## config.mk

```make
export PLATFORM = sky130hd
export DESIGN_NAME = relay_expander_guard_with_backoff_flat
export DESIGN_NICKNAME = d
export VERILOG_FILES = /design/src/rexg_pkg.sv /design/src/rexg_if.sv /design/src/rexg_core.sv /design/src/relay_expander_guard_with_backoff.sv /design/src/flat_wrapper.sv
export SDC_FILE = /design/constraint.sdc
export NUM_CORES = 1
export LEC_CHECK = 0
export BUFFER_PORTS_ARGS = -buffer_cell sky130_fd_sc_hd__buf_2
export CORE_ASPECT_RATIO = 1.5
export CORE_UTILIZATION = 55
export CTS_CLUSTER_DIAMETER = 50
export DETAILED_ROUTE_END_ITERATION = 10
export PLACE_DENSITY = 0.88
export SYNTH_ARGS = -nofsm -noshare
export SYNTH_HDL_FRONTEND = slang
export SYNTH_SLANG_ARGS = --single-unit
```

## constraint.sdc

```tcl
create_clock -name clk -period 10.8 [get_ports clk]
set_clock_uncertainty 0.05 [all_clocks]
set_input_delay 1.62 -clock clk [delete_from_list [all_inputs] [get_ports clk]]
set_output_delay 1.62 -clock clk [all_outputs]
set_load 0.1 [all_outputs]
```

## src/rexg_pkg.sv

```systemverilog
`timescale 1ns / 1ps
// ----------------------------------------------------------------------------
// rexg_pkg
// Types, codes and constants shared by the relay expander guard.
// ----------------------------------------------------------------------------
package rexg_pkg;

    localparam logic [3:0] LAST_OUTPUT_CHANNEL = 4'd7;
    localparam logic [3:0] LAST_VALID_CHANNEL  = 4'd15;
    localparam logic [3:0] FIRST_INPUT_CHANNEL = 4'd8;
    localparam logic [7:0] ERR_MAX             = 8'hFF;
    localparam logic [7:0] SHADOW_RESET        = 8'hFF;
    localparam logic [2:0] SHIFT_MAX           = 3'd6;
    localparam logic [15:0] RETRY_BASE_RESET   = 16'd500;
    localparam logic [31:0] RETRY_MAX_RESET    = 32'd30000;

    typedef enum logic [2:0] {
        KIND_INIT       = 3'd0,
        KIND_QUERY      = 3'd1,
        KIND_WRITE      = 3'd2,
        KIND_READ_CH    = 3'd3,
        KIND_READ_ALL   = 3'd4,
        KIND_ALL_SAFE   = 3'd5,
        KIND_LATCH_SAFE = 3'd6
    } kind_t;

    typedef enum logic [1:0] {
        REG_ACTIVE_LOW = 2'd0,
        REG_SAFE_ON    = 2'd1,
        REG_RETRY_BASE = 2'd2,
        REG_RETRY_MAX  = 2'd3
    } reg_index_t;

    typedef struct packed {
        logic [2:0]  kind;
        logic [31:0] now_ms;
        logic [3:0]  channel;
        logic        turn_on;
        logic        init_ok;
        logic        access_ok;
        logic [7:0]  port_b_value;
    } item_t;

    typedef struct packed {
        logic        ok;
        logic [15:0] read_value;
        logic        latch_write;
        logic [7:0]  latch_byte;
        logic        init_issued;
    } result_t;

    typedef struct packed {
        logic        energize_low;
        logic        relay_safe_on;
        logic [15:0] retry_base_ms;
        logic [31:0] retry_max_ms;
    } cfg_t;

    typedef struct packed {
        logic        device_present;
        logic [7:0]  error_count;
        logic [31:0] next_probe_time;
        logic [7:0]  output_shadow;
        logic        safe_latched;
    } state_t;

    function automatic logic [7:0] phys_of_logical(input logic [7:0] logical,
                                                   input logic active_low);
        return active_low ? ~logical : logical;
    endfunction

    function automatic logic [31:0] backoff_delay(input logic [7:0] errs,
                                                  input logic [15:0] base,
                                                  input logic [31:0] max_ms);
        logic [2:0]  sh;
        logic [31:0] d;
        if (errs > 8'(SHIFT_MAX))
            sh = SHIFT_MAX;
        else if (errs != 8'd0)
            sh = 3'(errs - 8'd1);
        else
            sh = 3'd0;
        d = {16'd0, base} << sh;
        return (d < max_ms) ? d : max_ms;
    endfunction

endpackage

```

## src/rexg_if.sv

```systemverilog
`timescale 1ns / 1ps
// ----------------------------------------------------------------------------
// rexg_req_if / rexg_rsp_if
// Valid/ready channels for operation requests and their results.
// ----------------------------------------------------------------------------
interface rexg_req_if;
    logic        valid;
    logic        ready;
    logic [2:0]  kind;
    logic [31:0] now_ms;
    logic [3:0]  channel;
    logic        turn_on;
    logic        init_ok;
    logic        access_ok;
    logic [7:0]  port_b_value;

    modport source (output valid, kind, now_ms, channel, turn_on, init_ok, access_ok,
                    port_b_value, input ready);
    modport sink   (input valid, kind, now_ms, channel, turn_on, init_ok, access_ok,
                    port_b_value, output ready);
endinterface

interface rexg_rsp_if;
    logic        valid;
    logic        ready;
    logic        ok;
    logic [15:0] read_value;
    logic        latch_write;
    logic [7:0]  latch_byte;
    logic        init_issued;

    modport source (output valid, ok, read_value, latch_write, latch_byte, init_issued,
                    input ready);
    modport sink   (input valid, ok, read_value, latch_write, latch_byte, init_issued,
                    output ready);
endinterface

```

## src/rexg_core.sv

```systemverilog
`timescale 1ns / 1ps
// ----------------------------------------------------------------------------
// rexg_core
// Single-pass operation logic: presence check, bus outcome, backoff, shadow.
// ----------------------------------------------------------------------------
module rexg_core (
    input  rexg_pkg::item_t   item,
    input  rexg_pkg::cfg_t    cfg,
    input  rexg_pkg::state_t  st,
    output rexg_pkg::state_t  st_next,
    output rexg_pkg::result_t res
);

    logic [7:0] safe_byte;

    assign safe_byte = rexg_pkg::phys_of_logical({8{cfg.relay_safe_on}},
                                                 cfg.energize_low);

    always_comb
    begin
        logic        present;
        logic [7:0]  err;
        logic [31:0] dl;
        logic [7:0]  shadow;
        logic        latched;
        logic        do_check;
        logic        pass;
        logic        fail;
        logic        reached;
        logic [31:0] diff;
        logic [7:0]  bitmask;
        logic [7:0]  want;
        logic        high;
        logic [2:0]  in_idx;
        logic [7:0]  logical;

        present  = st.device_present;
        err      = st.error_count;
        dl       = st.next_probe_time;
        shadow   = st.output_shadow;
        latched  = st.safe_latched;
        res      = '0;
        pass     = 1'b0;
        fail     = 1'b0;
        do_check = 1'b0;
        bitmask  = 8'(1) << item.channel[2:0];
        high     = cfg.energize_low ? !item.turn_on : item.turn_on;
        want     = high ? (shadow | bitmask) : (shadow & ~bitmask);
        in_idx   = 3'(item.channel - rexg_pkg::FIRST_INPUT_CHANNEL);

        if (item.kind == rexg_pkg::KIND_INIT)
        begin
            present = 1'b0;
            err     = 8'd0;
            dl      = 32'd0;
        end

        case (item.kind)
            rexg_pkg::KIND_INIT, rexg_pkg::KIND_QUERY, rexg_pkg::KIND_READ_ALL,
            rexg_pkg::KIND_ALL_SAFE, rexg_pkg::KIND_LATCH_SAFE:
                do_check = 1'b1;
            rexg_pkg::KIND_WRITE:
                do_check = !(item.channel > rexg_pkg::LAST_OUTPUT_CHANNEL ||
                             (item.turn_on && latched));
            rexg_pkg::KIND_READ_CH:
                do_check = !(item.channel > rexg_pkg::LAST_VALID_CHANNEL);
            default:
                do_check = 1'b0;
        endcase

        if (item.kind == rexg_pkg::KIND_LATCH_SAFE)
            latched = 1'b1;

        diff    = item.now_ms - dl;
        reached = !diff[31];

        // presence check, with init attempt when due or forced
        if (do_check)
        begin
            if (present)
                pass = 1'b1;
            else if (item.kind == rexg_pkg::KIND_INIT || reached)
            begin
                res.init_issued = 1'b1;
                if (item.init_ok)
                begin
                    shadow          = safe_byte;
                    res.latch_write = 1'b1;
                    res.latch_byte  = safe_byte;
                    present         = 1'b1;
                    err             = 8'd0;
                    dl              = 32'd0;
                    pass            = 1'b1;
                end
                else
                    fail = 1'b1;
            end
        end

        logical = rexg_pkg::phys_of_logical(shadow, cfg.energize_low);
        want    = high ? (shadow | bitmask) : (shadow & ~bitmask);

        if (pass)
        begin
            case (item.kind)
                rexg_pkg::KIND_INIT, rexg_pkg::KIND_QUERY:
                    res.ok = 1'b1;
                rexg_pkg::KIND_WRITE:
                    if (item.access_ok)
                    begin
                        shadow          = want;
                        res.latch_write = 1'b1;
                        res.latch_byte  = want;
                        present         = 1'b1;
                        err             = 8'd0;
                        dl              = 32'd0;
                        res.ok          = 1'b1;
                    end
                    else
                        fail = 1'b1;
                rexg_pkg::KIND_READ_CH:
                    if (item.channel <= rexg_pkg::LAST_OUTPUT_CHANNEL)
                    begin
                        res.read_value = {15'd0, logical[item.channel[2:0]]};
                        res.ok         = 1'b1;
                    end
                    else if (item.access_ok)
                    begin
                        res.read_value = {15'd0, item.port_b_value[in_idx]};
                        present        = 1'b1;
                        err            = 8'd0;
                        dl             = 32'd0;
                        res.ok         = 1'b1;
                    end
                    else
                        fail = 1'b1;
                rexg_pkg::KIND_READ_ALL:
                    if (item.access_ok)
                    begin
                        res.read_value = {item.port_b_value, logical};
                        present        = 1'b1;
                        err            = 8'd0;
                        dl             = 32'd0;
                        res.ok         = 1'b1;
                    end
                    else
                        fail = 1'b1;
                rexg_pkg::KIND_ALL_SAFE, rexg_pkg::KIND_LATCH_SAFE:
                    if (item.access_ok)
                    begin
                        shadow          = safe_byte;
                        res.latch_write = 1'b1;
                        res.latch_byte  = safe_byte;
                        present         = 1'b1;
                        err             = 8'd0;
                        dl              = 32'd0;
                        res.ok          = 1'b1;
                    end
                    else
                        fail = 1'b1;
                default:
                    res.ok = 1'b0;
            endcase
        end

        // one failure per item at most: check or transfer
        if (fail)
        begin
            present = 1'b0;
            if (err != rexg_pkg::ERR_MAX)
                err = err + 8'd1;
            dl = item.now_ms + rexg_pkg::backoff_delay(err, cfg.retry_base_ms,
                                                       cfg.retry_max_ms);
        end

        st_next.device_present  = present;
        st_next.error_count     = err;
        st_next.next_probe_time = dl;
        st_next.output_shadow   = shadow;
        st_next.safe_latched    = latched;
    end

endmodule

```

## src/relay_expander_guard_with_backoff.sv

```systemverilog
`timescale 1ns / 1ps
// ----------------------------------------------------------------------------
// relay_expander_guard_with_backoff
// Guards a relay/input expander: presence tracking, retry backoff, output
// shadow and safe latch, one operation request per cycle unless rsp stalls.
//
//  channel  dir   handshake      payload
//  req      in    valid/ready    kind, now_ms, channel, turn_on, init_ok,
//                                access_ok, port_b_value
//  rsp      out   valid/ready    ok, read_value, latch_write, latch_byte,
//                                init_issued
//  cfg      in    cfg_wr_en      cfg_index, cfg_wdata
//
//  One request per cycle sustained unless rsp stalls (via the input register,
//  then the result register loaded by the single-pass operation logic).
//  State updates as a request leaves the input register.
//  Reset is asynchronous, active low; all but the item and result registers
//  return to defaults. A stalled rsp holds its result; req is ready while the
//  input register is empty or moves into a free or draining result register.
// ----------------------------------------------------------------------------
module relay_expander_guard_with_backoff (
    input  logic               clk,
    input  logic               rst_n,
    rexg_req_if.sink           req,
    rexg_rsp_if.source         rsp,
    input  logic               cfg_wr_en,
    input  logic [1:0]         cfg_index,
    input  logic [31:0]        cfg_wdata
);

    logic                s1_valid_reg;
    rexg_pkg::item_t     s1_item_reg;
    logic                out_valid_reg;
    rexg_pkg::result_t   out_res_reg;
    rexg_pkg::cfg_t      cfg_reg;
    rexg_pkg::state_t    st_reg;
    rexg_pkg::state_t    st_next;
    rexg_pkg::result_t   res_next;
    rexg_pkg::item_t     req_item;
    logic                out_free;
    logic                s1_fire;
    logic                req_fire;

    assign out_free  = !out_valid_reg || rsp.ready;
    assign s1_fire   = s1_valid_reg && out_free;
    assign req.ready = !s1_valid_reg || out_free;
    assign req_fire  = req.valid && req.ready;

    assign req_item.kind         = req.kind;
    assign req_item.now_ms       = req.now_ms;
    assign req_item.channel      = req.channel;
    assign req_item.turn_on      = req.turn_on;
    assign req_item.init_ok      = req.init_ok;
    assign req_item.access_ok    = req.access_ok;
    assign req_item.port_b_value = req.port_b_value;

    rexg_core u_core (
        .item    (s1_item_reg),
        .cfg     (cfg_reg),
        .st      (st_reg),
        .st_next (st_next),
        .res     (res_next)
    );

    always_ff @(posedge clk or negedge rst_n)
    begin
        if (!rst_n)
        begin
            s1_valid_reg                 <= 1'b0;
            out_valid_reg                <= 1'b0;
            cfg_reg.energize_low         <= 1'b1;
            cfg_reg.relay_safe_on        <= 1'b0;
            cfg_reg.retry_base_ms        <= rexg_pkg::RETRY_BASE_RESET;
            cfg_reg.retry_max_ms         <= rexg_pkg::RETRY_MAX_RESET;
            st_reg.device_present        <= 1'b0;
            st_reg.error_count           <= 8'd0;
            st_reg.next_probe_time       <= 32'd0;
            st_reg.output_shadow         <= rexg_pkg::SHADOW_RESET;
            st_reg.safe_latched          <= 1'b0;
        end
        else
        begin
            if (req.ready)
                s1_valid_reg <= req.valid;
            if (out_free)
                out_valid_reg <= s1_valid_reg;
            if (s1_fire)
                st_reg <= st_next;
            if (cfg_wr_en)
            begin
                case (cfg_index)
                    rexg_pkg::REG_ACTIVE_LOW: cfg_reg.energize_low     <= cfg_wdata[0];
                    rexg_pkg::REG_SAFE_ON:    cfg_reg.relay_safe_on    <= cfg_wdata[0];
                    rexg_pkg::REG_RETRY_BASE: cfg_reg.retry_base_ms    <= cfg_wdata[15:0];
                    rexg_pkg::REG_RETRY_MAX:  cfg_reg.retry_max_ms     <= cfg_wdata;
                    default:                  cfg_reg.relay_safe_on    <= cfg_reg.relay_safe_on;
                endcase
            end
        end
    end

    always_ff @(posedge clk)
    begin
        if (req_fire)
            s1_item_reg <= req_item;
        if (s1_fire)
            out_res_reg <= res_next;
    end

    assign rsp.valid       = out_valid_reg;
    assign rsp.ok          = out_res_reg.ok;
    assign rsp.read_value  = out_res_reg.read_value;
    assign rsp.latch_write = out_res_reg.latch_write;
    assign rsp.latch_byte  = out_res_reg.latch_byte;
    assign rsp.init_issued = out_res_reg.init_issued;

    a_latch_shadow: assert property (@(posedge clk) disable iff (!rst_n)
        s1_fire && res_next.latch_write |=> st_reg.output_shadow == $past(res_next.latch_byte))
        else $error("shadow does not follow latch write");

    a_present_clean: assert property (@(posedge clk) disable iff (!rst_n)
        st_reg.device_present |-> st_reg.error_count == 8'd0 &&
                                  st_reg.next_probe_time == 32'd0)
        else $error("present with pending error state");

    a_ok_present: assert property (@(posedge clk) disable iff (!rst_n)
        s1_fire && res_next.ok |=> st_reg.device_present)
        else $error("success without presence");

    a_safe_sticky: assert property (@(posedge clk) disable iff (!rst_n)
        st_reg.safe_latched |=> st_reg.safe_latched)
        else $error("safe latch released");

    a_no_init_when_present: assert property (@(posedge clk) disable iff (!rst_n)
        s1_fire && st_reg.device_present && s1_item_reg.kind != rexg_pkg::KIND_INIT
        |-> !res_next.init_issued)
        else $error("init issued while present");

endmodule

```

## src/flat_wrapper.sv

```systemverilog
// flat-port wrapper written by rule: the top's interface ports become plain ports
module relay_expander_guard_with_backoff_flat 
  (clk, rst_n, cfg_wr_en, cfg_index, cfg_wdata, req_valid, req_kind, req_now_ms, req_channel, req_turn_on, req_init_ok, req_access_ok, req_port_b_value, req_ready, rsp_valid, rsp_ok, rsp_read_value, rsp_latch_write, rsp_latch_byte, rsp_init_issued, rsp_ready);
  rexg_req_if req_i ();
  rexg_rsp_if rsp_i ();
  input  logic clk;
  input  logic rst_n;
  input  logic cfg_wr_en;
  input  logic [1:0] cfg_index;
  input  logic [31:0] cfg_wdata;
  input wire logic [$bits(req_i.valid)-1:0] req_valid;
  input wire logic [$bits(req_i.kind)-1:0] req_kind;
  input wire logic [$bits(req_i.now_ms)-1:0] req_now_ms;
  input wire logic [$bits(req_i.channel)-1:0] req_channel;
  input wire logic [$bits(req_i.turn_on)-1:0] req_turn_on;
  input wire logic [$bits(req_i.init_ok)-1:0] req_init_ok;
  input wire logic [$bits(req_i.access_ok)-1:0] req_access_ok;
  input wire logic [$bits(req_i.port_b_value)-1:0] req_port_b_value;
  output wire logic [$bits(req_i.ready)-1:0] req_ready;
  output wire logic [$bits(rsp_i.valid)-1:0] rsp_valid;
  output wire logic [$bits(rsp_i.ok)-1:0] rsp_ok;
  output wire logic [$bits(rsp_i.read_value)-1:0] rsp_read_value;
  output wire logic [$bits(rsp_i.latch_write)-1:0] rsp_latch_write;
  output wire logic [$bits(rsp_i.latch_byte)-1:0] rsp_latch_byte;
  output wire logic [$bits(rsp_i.init_issued)-1:0] rsp_init_issued;
  input wire logic [$bits(rsp_i.ready)-1:0] rsp_ready;
  assign req_i.valid = req_valid;
  assign req_i.kind = req_kind;
  assign req_i.now_ms = req_now_ms;
  assign req_i.channel = req_channel;
  assign req_i.turn_on = req_turn_on;
  assign req_i.init_ok = req_init_ok;
  assign req_i.access_ok = req_access_ok;
  assign req_i.port_b_value = req_port_b_value;
  assign req_ready = req_i.ready;
  assign rsp_valid = rsp_i.valid;
  assign rsp_ok = rsp_i.ok;
  assign rsp_read_value = rsp_i.read_value;
  assign rsp_latch_write = rsp_i.latch_write;
  assign rsp_latch_byte = rsp_i.latch_byte;
  assign rsp_init_issued = rsp_i.init_issued;
  assign rsp_i.ready = rsp_ready;
  relay_expander_guard_with_backoff u_core (.clk(clk), .rst_n(rst_n), .req(req_i), .rsp(rsp_i), .cfg_wr_en(cfg_wr_en), .cfg_index(cfg_index), .cfg_wdata(cfg_wdata));
endmodule
```

After elaboration in Yosys (flattened, before gate mapping)
Index checks and enable logic that the tools add are counted.
{"block": "op_classes", "n_addsub": 5, "n_lt_le_gt_ge": 7, "eq_ne": 10, "shifts": 2, "mux": 76, "bitwise_logic": 6, "n_reduce_logical": 27}
{"operator": "$mux 32", "count": 10}
{"operator": "$mux 8", "count": 21}
{"operator": "$pmux 32 s2", "count": 1}
{"operator": "$mux 17", "count": 3}
{"operator": "$mux 9", "count": 4}
{"operator": "$add 32x32->32", "count": 1}
{"operator": "$lt 32x32->1", "count": 1}
{"operator": "$pmux 16 s2", "count": 1}
{"operator": "$pmux 8 s2", "count": 2}
{"operator": "$shl 16x3->32", "count": 1}
{"operator": "$sub 32x32->32", "count": 1}
{"operator": "$mux 10", "count": 3}
{"operator": "$not 8->8", "count": 3}
{"operator": "$mux 1", "count": 21}
{"operator": "$pmux 9 s2", "count": 1}
{"operator": "$reduce_and 2->1", "count": 5}
{"operator": "$eq 3x3->1 const B", "count": 3}
{"operator": "$mux 3", "count": 3}
{"operator": "$add 8x1->8 const B", "count": 1}
{"operator": "$and 8x8->8", "count": 1}
{"operator": "$gt 8x3->1 const B", "count": 1}
{"operator": "$lt 3x4->1 const B", "count": 2}
{"operator": "$ne 8x8->1 const B", "count": 1}
{"operator": "$or 8x8->8", "count": 1}
{"operator": "other kinds (24)", "count": 41}
{"block": "word_totals", "regBits": 179, "in_bits": 89, "output_inout_bits": 29, "word_cells": 156}

Logic depth before layout (Yosys ltp)
{"block": "logic_depth", "depth_word": 24, "depth_mapped": 60, "mapped_depth_nobuf": 54}

Cells and area by module
A second synthesis with hierarchy kept.
{"block": "hier_totals", "hier_cells": 1231, "hier_area_um2": 12693.4}
{"module": "rexg_core", "n_inst": 1, "cells_each": 932, "area_per_inst_um2": 6373.6, "seq_area_each_um2": 0.0}
{"module": "relay_expander_guard_with_backoff", "n_inst": 1, "cells_each": 299, "area_per_inst_um2": 6319.8, "seq_area_each_um2": 4892.2}

Worst setup path before layout
No wires, ideal clock.
{"block": "synth_timing", "path_kind": "reg2reg", "from": "reg u_core.s1_item_reg[48] (netlist name)", "to": "reg u_core.st_reg[39] (netlist name)", "setup_ns": 0.069, "t_arrival_ns": 10.851, "slack_ns": -0.170, "path_stages_with_launch": 58, "synth_period_minus_slack_ns": 10.970, "cell_sequence": "edfxtp_1 > buf_6 > or3_1 > buf_6 > clkbuf_1 > nand2_1 > ha_1 > a21oi_1 > a21boi_0 > a2111oi_1 > a211oi_2 > a211oi_2 > nor2_1 > nor2_1 > and2_1 > ha_1 > and3_1 > nand3_1 > (+22 left out) > buf_4 > buf_2 > o31ai_1 > ha_1 > inv_1 > fa_1 > nor2b_1 > o21ai_0 > a21boi_0 > o21bai_1 > a21oi_1 > o21ai_0 > o211ai_1 > a21boi_0 > o2111ai_1 > a21oi_1 > or4b_2 > nand3_1"}
{"block": "synth_between", "elab_chain_cells": 24}
{"element": "start: declaration", "line_no": "relay_expander_guard_with_backoff.sv:32", "rtl": "rexg_pkg::item_t s1_item_reg;"}
{"element": "start signal: assignment", "line_no": "relay_expander_guard_with_backoff.sv:105", "rtl": "s1_item_reg <= req_item;"}
{"element": "parallel branches: the longest is 23 deep, another holds $sub 32x32->32"}
{"element": "$mux 32 *", "line_no": "rexg_core.sv:167", "rtl": "if (fail)"}
{"element": "end signal: assignment", "line_no": "relay_expander_guard_with_backoff.sv:88", "rtl": "st_reg <= st_next;"}
{"element": "end: declaration", "line_no": "relay_expander_guard_with_backoff.sv:36", "rtl": "rexg_pkg::state_t st_reg;"}
Every way passes the cells marked *. The select of a mux whose other input is x is not followed.
A chain may end at the register's enable or synchronous reset.

Worst setup path in the final report
{"block": "layout_timing", "from": "reg u_core.s1_item_reg[47] (netlist name)", "to": "reg u_core.st_reg[34] (netlist name)"}
Same word-level chain as after synthesis.

==> flow_metrics.env <==
export IMPL_p_comb_frac=0.612
export IMPL_die_y_um=181.6
export IMPL_powerDensity_nw_per_um2=295.9
export IMPL_grt_start_max_net_pins=61
export IMPL_p_leak_nw=5.912
export IMPL_htreeDepth=4
export IMPL_drtIter0Drc=851
export IMPL_postSynthAreaPerCell_um2=9.737
export IMPL_use_met2=0.5010
export IMPL_dr_pass1_iters=6
export IMPL_hp_class="register to register"
export IMPL_path_class="register to register"
export IMPL_synth_compound_area_share=0.1885
export IMPL_slew_headroom=0.3431
export IMPL_mostFrequentLayoutCells="nand2_1, buf_2, o21ai_0"
export IMPL_synth_distinct_cells=87
export IMPL_status="complete, no violations"
export IMPL_cts_tree="yes"
export IMPL_area_growth_pct=16.44
export IMPL_synth_seq_cells=179
export IMPL_numCtsBuffers=17
export IMPL_clock_path_buffers=2
export IMPL_placed_area_um2=12930
export IMPL_startpoint_type="register"
export IMPL_setup_viol=0
export IMPL_maxCapViolCount=0
export IMPL_synthMuxAreaShare=0.08567
export IMPL_drv_slew=0
export IMPL_syn_area_um2=11830
export IMPL_first_global_vias=10010
export IMPL_synth_fa_ha_area_frac=0.09265
export IMPL_cp_max_fo=22
export IMPL_via_count=10090
export IMPL_port_buffers=117
export IMPL_wl_per_cell_um=18.61
export IMPL_path_delay_family="compound AO/OA/AOI/OAI gates"
export IMPL_routed_via_density=6.129
export IMPL_fin_nets=1541
export IMPL_cts_sinks=179
export IMPL_vdd_drop_max_mv=0.1750
export IMPL_clock_power_share=0.151
export IMPL_fin_area_um2=13770
export IMPL_drive_above_1_share=0.2649
export IMPL_row_count=65
export IMPL_synthArstFlopShare=0.5698
export IMPL_slowest_delay_ps=430
export IMPL_clockRootBuffer="clkbuf_16"
export IMPL_power_net_switching_mw=1.848
export IMPL_final_common_cell="nand2_1"
export IMPL_synth_simple_area_share=0.1577
export IMPL_ant_nets=0
export IMPL_cp_arrival_ps=10520
export IMPL_die_w_um=121.7
export IMPL_synth_cells=1215
export IMPL_worstPathRequired_ps=11040
export IMPL_place_congestion=0.9605
export IMPL_fmax_mhz=97.33
export IMPL_grt_overflow_total=0
export IMPL_drc=0
export IMPL_crit_buf_inv=5
export IMPL_dp_cells=1605
export IMPL_clk_latency_ps=450
export IMPL_grt_use_met1=0.3166
export IMPL_multi_input_area_um2=6777
export IMPL_p_seq_frac=0.237
export IMPL_grt_busiest_layer="met2"
export IMPL_ys_warn_count=0
export IMPL_fin_cells=1646
export IMPL_grt_pass1_wl_mm=49.02
export IMPL_synth_xor_area_frac=0.02739
export IMPL_core_area_um2=21060
export IMPL_dp_hpwl_mm=23.00
export IMPL_ys_seq_area_frac=0.4135
export IMPL_die_area_um2=22110
export IMPL_finalCriticalPeriod_ps=10270
export IMPL_n_antenna_cell=0
export IMPL_p_sw_frac=0.4534
export IMPL_use_met3=0.04554
export IMPL_synth_edf_count=77
export IMPL_end_kind="register"
export IMPL_grt_use_total=0.2842
export IMPL_clk_pin_slew_worst_paths_ps=70
export IMPL_nFillCells=1661
export IMPL_antenna_found_initial=0
export IMPL_drt_wl_total_mm=30.63
export IMPL_ios=118
export IMPL_worstMarginPinSlew_ps=981.6
export IMPL_ys_flop_type="dfrtp_1"
export IMPL_hold_violations=0
export IMPL_cp_slowest_cell="or3_4"
export IMPL_seqCellArea_um2=4892
export IMPL_initial_core_util=0.5616
export IMPL_timing_final_crit_share=0.9514
export IMPL_intPower_mw=2.228
export IMPL_synth_top_family_by_area="compound AO/OA/AOI/OAI gates"
[power groups by stage]
| stage | Clock, mW | Sequential, mW | Combinational [mW] |
|---|---|---|---|
| finish | 0.615 | 0.968 | 2.49 |
| global route | 0.649 | 0.979 | 2.75 |
| CTS | 0.622 | 0.962 | 2.37 |
| detailed placement | 0 | 0.974 | 2.34 |
| global placement | 0 | 0.969 | 2.29 |
| floorplan | 0 | 1.01 | 1.69 |
[metal layers]
layer | share of wire | vias up | routed length, um
li1 | - | 4775 | -
met1 | 0.38 | 4828 | 11780
met2 | 0.51 | 373 | 15770
met3 | 0.047 | 113 | 1428
met4 | 0.054 | 0 | 1649
met5 | 0 | - | 0
[kinds of logic after synthesis]
group | Yosys count
compound gates | 331
xor+xnor | 37
fa+ha+maj | 87
buf+inv | 94
flops | 179
mux | 89
other cells | 1
simple gates | 397
[worst paths after layout]
kind | from | end | slack [ps] | cells past startpoint
max | u_core.s1_item_reg[47] | u_core.st_reg[34] | 530 | 50
min | u_core.st_reg[3] | u_core.st_reg[3] | 400 | 2
max reg2reg | u_core.s1_item_reg[47] | u_core.st_reg[34] | 530 | 50
min reg2reg | u_core.st_reg[3] | u_core.st_reg[3] | 400 | 2
max in group asynchronous | rst_n | u_core.st_reg[10] | 8410 | 2
min in group asynchronous | rst_n | u_core.cfg_reg[27] | 1090 | 1
[Yosys cell counts (7+ instances only)]
cell / count / area [um^2]
mux2i_1: 18 / 180.2
and3_1: 9 / 56.30
inv_1: 43 / 161.4
nor2b_1: 10 / 62.56
o21a_1: 8 / 60.06
xor2_1: 24 / 210.2
edfxtp_1: 77 / 2312
nand2_1: 156 / 585.6
nand2b_1: 19 / 118.9
xnor2_1: 13 / 113.9
nand4_1: 11 / 68.82
a21o_1: 19 / 142.6
a31oi_1: 14 / 87.58
a21oi_1: 70 / 350.3
buf_2: 9 / 45.04
a32o_1: 9 / 90.09
a211oi_1: 12 / 90.09
o211ai_1: 7 / 52.55
dfstp_2: 22 / 578.1
ha_1: 86 / 1076
a22o_1: 7 / 61.31
and2_1: 19 / 118.9
o21ai_0: 99 / 495.5
nor2_1: 71 / 266.5
clkbuf_1: 29 / 108.9
nor3_1: 18 / 90.09
o31ai_1: 12 / 90.09
dfrtp_1: 80 / 2002
mux2_2: 68 / 765.7
nand3_1: 53 / 265.3
[worst register-to-register path, delay by kind of cell (launching register included)]
kind	cells	cell delay (ps)
DFF	1	390
muxes	1	270
adders and majority gates	4	1000
buffers and inverters	5	890
and+or+nand+nor	17	2510
xor gates and xnor gates	1	170
AOI/OAI and AO/OA	22	4840
[cell type report]
type                    instances  area share
repair buffers                173     0.07467
clock buffers                  18     0.03116
flip-flops and latches        179      0.3552
inverters                      45     0.01226
clock inverters                14     0.01045
multi-input cells             949      0.4920
well taps                     268     0.02434
[per-stage QoR]
stage                     hold slack [ps]  utilization  setup slack, ps  power, mW  TNS, ps
final                               402.1       0.6539            525.3      4.076        0
after global routing                415.3       0.6539           -81.32      4.379   -211.4
after CTS                           404.1       0.6419            24.49      3.955        0
after detailed placement            393.7       0.6140           -175.3      3.313   -175.3
after global placement              391.0       0.6140            229.2      3.257        0
after floorplan                     384.3            -            21.17      2.698        0
[repair_timing]
item	in CTS	in global routing
buffers inserted	1	8
gates resized for setup	3	44
hold buffers	0	0
pin swaps	3	30
endpoints found under the setup margin	1	17
Note: power is estimated with default switching activity, not from simulation.
